[config.mk]
export PLATFORM = sky130hd
export DESIGN_NAME = sgl3_fifo
export DESIGN_NICKNAME = d
export VERILOG_FILES = /design/src/sv/sgl3_pkg.sv /design/src/sv/sgl3_fifo.sv
export SDC_FILE = /design/constraint.sdc
export NUM_CORES = 2
export LEC_CHECK = 0
export BUFFER_PORTS_ARGS = -buffer_cell sky130_fd_sc_hd__buf_2
export CORE_AREA = 2 2 523 525
export DETAILED_ROUTE_END_ITERATION = 6
export DIE_AREA = 0 0 525 527
export PLACE_DENSITY = 0.67
export SLEW_MARGIN = 20
export SYNTH_ARGS = -nofsm -noshare
export SYNTH_HDL_FRONTEND = slang
export SYNTH_SLANG_ARGS = --single-unit
[constraint.sdc]
create_clock -name clk -period 26.1 [get_ports clk]
set_input_delay 3.915 -clock clk [delete_from_list [all_inputs] [get_ports clk]]
set_output_delay 3.915 -clock clk [all_outputs]
set_load 0.005 [all_outputs]
[src/sv/sgl3_pkg.sv]
// Shared types and constants for the 27-point gradient and Laplacian stencil.
// No dependencies; used by every module of the block.
`timescale 1ns / 1ps
package sgl3_pkg;

  localparam int SAMPLE_BITS = 24;
  localparam int OUT_BITS    = 28;
  localparam int POS_BITS    = 6;
  localparam int SIZE_BITS   = 7;
  localparam int FIFO_DEPTH  = 4;
  localparam int FIFO_PTR_BITS = $clog2(FIFO_DEPTH);

  localparam logic [SIZE_BITS-1:0] SIZE_MIN = 7'd3;
  localparam logic [SIZE_BITS-1:0] SIZE_MAX = 7'd64;

  // floor(2^36 / 18): reciprocal used for the rounded division by 18.
  localparam logic [31:0] DIV_M = 32'd3817748707;

  // Register indexes on the configuration port.
  localparam logic [1:0] REG_SIZE_X     = 2'd0;
  localparam logic [1:0] REG_SIZE_Y     = 2'd1;
  localparam logic [1:0] REG_SIZE_Z     = 2'd2;
  localparam logic [1:0] REG_SOLID_MODE = 2'd3;

  typedef logic [FIFO_PTR_BITS-1:0] fifo_ptr_t;
  typedef logic [FIFO_PTR_BITS:0]   fifo_cnt_t;

  typedef struct packed {
    logic signed [SAMPLE_BITS-1:0] val;
    logic                          fluid;
  } cell_t;

  typedef cell_t [1:0] pair_t;   // two cells along one axis
  typedef cell_t [2:0] col_t;    // indexed by x offset + 1
  typedef col_t  [1:0] lpair_t;  // two columns along y
  typedef col_t  [2:0] slice_t;  // indexed by y offset + 1
  typedef slice_t [2:0] window_t; // indexed by z offset + 1

  typedef struct packed {
    window_t win;
    logic    last;
  } item_t;

  function automatic logic [SIZE_BITS-1:0] clamp_size(input logic [SIZE_BITS-1:0] v);
    logic [SIZE_BITS-1:0] r;
    r = v;
    if (v < SIZE_MIN) r = SIZE_MIN;
    if (v > SIZE_MAX) r = SIZE_MAX;
    return r;
  endfunction

endpackage

[src/sv/sgl3_fifo.sv]
// Short queue of complete windows between the front end and the arithmetic back end.
// Depends on sgl3_pkg.
`timescale 1ns / 1ps
module sgl3_fifo (
  input  logic            clk,
  input  logic            rst,
  input  logic            push,
  input  sgl3_pkg::item_t push_item,
  input  logic            pop,
  output logic            not_empty,
  output sgl3_pkg::item_t head,
  output logic            space_ok
);

  sgl3_pkg::item_t     mem [sgl3_pkg::FIFO_DEPTH];
  sgl3_pkg::fifo_ptr_t wr_ptr, rd_ptr;
  sgl3_pkg::fifo_cnt_t count;

  assign not_empty = count != '0;
  assign head      = mem[rd_ptr];
  // Room for the item in the store pipeline and one more accepted now.
  assign space_ok  = count <= sgl3_pkg::fifo_cnt_t'(sgl3_pkg::FIFO_DEPTH - 3);

  always_ff @(posedge clk) begin
    if (rst) begin
      wr_ptr <= '0;
      rd_ptr <= '0;
      count  <= '0;
    end else begin
      if (push) wr_ptr <= wr_ptr + sgl3_pkg::fifo_ptr_t'(1);
      if (pop)  rd_ptr <= rd_ptr + sgl3_pkg::fifo_ptr_t'(1);
      count <= count + sgl3_pkg::fifo_cnt_t'(push) - sgl3_pkg::fifo_cnt_t'(pop);
    end
  end

  always_ff @(posedge clk) begin
    if (push) mem[wr_ptr] <= push_item;
  end

endmodule

## Word level (Yosys, flattened, before mapping)

Memories as Yosys holds them, arrays and structs flattened. A register that Yosys moved wholly into a read port is not among the register bits.
Index checks and enable logic that the tools add are counted.

- Bits in registers: 7
- Memories kept: 1
- Logic and storage cells: 14
- RAM bits: 2704
- Output and inout bits: 678
- Bits of input ports: 680

Memory list:

| memory | depth | width | read ports | clocked after Yosys merged registers in | wr ports | RTL line | text |
|---|---|---|---|---|---|---|---|
| mem | 4 | 676 | 1 | 1 | 1 | sgl3_fifo.sv:15 | `sgl3_pkg::item_t mem [sgl3_pkg::FIFO_DEPTH];` |

- Muxes and demuxes: 4
- Magnitude comparators: 1
- $add $sub $neg: 4
- Reduce and logical (&&, ||, !) cells: 1

Operators by type and width:

| kind | number |
|---|---|
| adder 2 x 1 -> 2 bit, second input constant | 2 |
| two-way mux 2 bit | 2 |
| adder 3 x 1 -> 3 bit | 1 |
| less-or-equal comparator 3 x 1 -> 1 bit, second input constant | 1 |
| nonzero test 3 bit | 1 |
| subtractor 3 x 1 -> 3 bit | 1 |
| two-way mux 1 bit | 2 |

## Longest topological paths before layout

- Depth after elaboration: 3
- Gate-level depth with buffers: 8
- Mapped depth without buffers: 8

## Worst setup path before layout

No wires, ideal clock.

- Kind: input to register
- From: input push
- To: memory mem[0][0] (netlist name) (enable)
- Setup time: 1129 ps
- Stages: 1
- Path buffers: 0
- Setup slack: 5910 ps
- Data required time: 24971 ps
- Data arrival time: 19062 ps
- Cells stage by stage: and2_1

- Longest elaborated chain between the ends: 2

RTL lines:

| element | RTL line | text |
|---|---|---|
| from (decl) | sgl3_fifo.sv:7 | `input logic push,` |
| two-way mux 1 bit | sgl3_fifo.sv:37 | `if (push) mem[wr_ptr] <= push_item;` |
| two-way mux 1 bit (implied by the code) | sgl3_fifo.sv:37 |  |
| to (decl) | sgl3_fifo.sv:15 |  |

No other way between the ends.

==> out/summary.txt <==
Final min period -> 10.05 ns
die height -> 527 µm
worst slew pin tran -> 1.11 ns
GRT Overall Usage -> 17.6%
first-pass GRT wire length -> 352000 µm
final clock period utilization by the worst path -> 38.5%
row count -> 192
core area -> 272000 µm²
slowest stage cell, crit path -> dfxtp_4
#FFs+latches synth -> 2713
Die ar. -> 277000 µm²
Setup Buffers After CTS -> 0
WHS -> 0.539 ns
Root Buffer -> clkbuf_16
main combinational cell family by area after synthesis -> multiplexers
CTS tree -> built
Max FO, Critical Path -> 87
setup TNS -> 0 ns
syn nets -> 4267
post-route DRC violation count -> 0
Clock Latency Late Sink -> 0.85 ns
fin. max-slew vios -> 0
clock buffer depth -> 4
CP max stage delay -> 0.96 ns
Critical Path RT -> 22.18 ns
worst clock skew -> 0.0314 ns
critical setup path kind -> reg2out
Net Sw Power -> 2.21 mW
post-DP HPWL -> 168000 µm
vias in the first global route -> 47033
routed vias -> 46198
PnR worst setup slack -> 16.05 ns
Synth Instances -> 3578
Layout area overhead -> 20.4%
routed len/inst -> 27.6 µm
synth unique cells -> 20
Pre-Repair DR Iteration Count -> 7
Clock Sink Count -> 2713
Initial Utilization -> 36.1%
setup-violating endpoint count in the final report -> 0
maximum vdd drop -> 0.0688 mV
Resized cells post-CTS -> 0
CTS Buf Count -> 287
Hold-fix buffers, CTS -> 0
startpoint types -> flop
Design Power -> 9.86 mW
H-tree levels -> 5
share of layout cells above drive strength 1 -> 46.6%
compound-cell area share of the yosys netlist -> 0.0242%
Via density -> 5.10
PD cells -> 83.5 nW/µm²
max-cap check violation count -> 0
XOR/XNOR Fraction of Synth Area -> 0.0268%
largest net degree at the start of global routing -> 132
commonest non-fill, non-tap cell in the layout -> edfxtp_1
Clk pwr share -> 39.8%
post-synthesis mux area share -> 15.5%
Internal -> 7.65 mW
Flop pwr share -> 51.3%
post-route ant nets -> 0
RSZ-0062 raised after global routing -> no
Synth warnings -> 0
global placement routability congestion -> 0.823
CTS clk-pin slew, worst paths -> 0.05 ns
final hold violation count -> 0
Worst EP arrival -> 6.14 ns
run status -> finished clean
Total Nets Final -> 5832
Die X -> 525 µm
antenna violations before repair -> 192
critical-path cell list -> buf_4, buf_4, buf_12, buf_4, mux4_2, buf_2
Net Sw Frac -> 22.4%
final WL -> 250000 µm
simple-gate share of the synthesized area -> 0.0740%
P_leak -> 38.9 nW
IO Count -> 1358
Crit path top cell by count -> buf_4
total gr overflow -> 0
post-synthesis sequential area ratio -> 83.0%
Setup crit end kind -> output pin
fin util -> 43.5%
fmax -> 99.5 MHz
most frequent cells in the layout -> 2704 x edfxtp_1, 1357 x buf_2, 676 x mux4_2, 293 x clkbuf_16, 64 x buf_4
Mapped Avg Cell Area -> 27.4 µm²
Gate power share -> 8.9%
Buffers on Ports -> 1357
Worst slew margin -> 26.2%
Post-Syn Area -> 98100 µm²
starting DRC count in detailed routing -> 4735
adder and majority gate portion of the synthesized area -> 0.122%
Setup WS pre-CTS -> 16.62 ns
worst hold path class -> reg2reg
power groups by stage:
stage / combinational [mW] / clock [mW] / sequential (mW)
after floorplan: 0.459 / 0 / 5.28
after global placement: 0.883 / 0 / 5.14
after detailed placement: 0.890 / 0 / 5.16
after CTS: 0.895 / 4.00 / 5.07
after global routing: 0.937 / 4.17 / 5.08
final: 0.876 / 3.92 / 5.06
cells in the mapped netlist:
library cell / number / share of area (%)
buf_6: 72 / 0.83
ha_1: 8 / 0.10
inv_1: 7 / 0.027
buf_1: 2 / 0.0077
nand2_1: 2 / 0.0077
and2_1: 4 / 0.026
mux2i_1: 1 / 0.010
nand3b_1: 1 / 0.0077
nor2b_1: 1 / 0.0064
fa_1: 1 / 0.020
xnor2_1: 3 / 0.027
a21oi_1: 1 / 0.0051
buf_2: 69 / 0.35
a22o_1: 1 / 0.0089
edfxtp_1: 2704 / 83
dfxtp_1: 9 / 0.18
clkbuf_1: 8 / 0.031
nor2_1: 7 / 0.027
mux4_2: 676 / 16
a21bo_2: 1 / 0.010
stage by stage:
stage | std cells | cell area (µm²)
after global placement | 8443 | 109000
after CTS | 8949 | 118000
final | 9051 | 118000
after detailed placement | 8443 | 109000
after global routing | 8979 | 118000
after floorplan | 3578 | 98100
worst paths after layout:
path / start / endpoint / slack, ns / depth (start not counted)
max: flop / head[77] / 16.05 / 6
min: rd_ptr[0] / flop / 0.54 / 2
max reg2reg: wr_ptr[0] / mem[1][339] / 21.15 / 6
min reg2reg: rd_ptr[0] / flop / 0.54 / 2
sequential cells by signal, indices dropped and copies added, names as in the netlist, named ones only:
register  count
wr_ptr        2
count         3
rd_ptr        2
mem        2704
critical path, delay by kind of cell (launching register included):
family / cells / cell delay (ns)
flip-flops: 1 / 0.96
buffers and inverters: 5 / 3.37
multiplexers: 1 / 0.67
cells by family after synthesis:
| logic type | count (synthesis) |
|---|---|
| AO/OA/AOI/OAI | 3 |
| flip-flops | 2713 |
| adder cells (fa/ha/maj) | 9 |
| XOR/XNOR | 3 |
| buffers and inverters | 158 |
| multiplexers | 677 |
| AND/OR/NAND/NOR | 15 |
per-layer routing:
metal,vias up,part of all wire [%],global-route usage [%]
met3,645,12,8.03
met2,2287,48,27.8
met1,24190,36,20.9
met4,116,3.9,6.81
li1,18960,-,-
met5,-,0.31,0
layout make-up:
type,count,area (µm²)
Clock buffer,354,7610
Antenna cell,102,255
Timing Repair Buffer,1427,7380
Multi-Input combinational cell,707,15500
Fill cell,22864,154000
Clock inverter,152,1460
Inverter,7,26.3
Sequential cell,2713,81400
Tap cell,3589,4490
No activity file was read; power rests on OpenSTA's default activity.
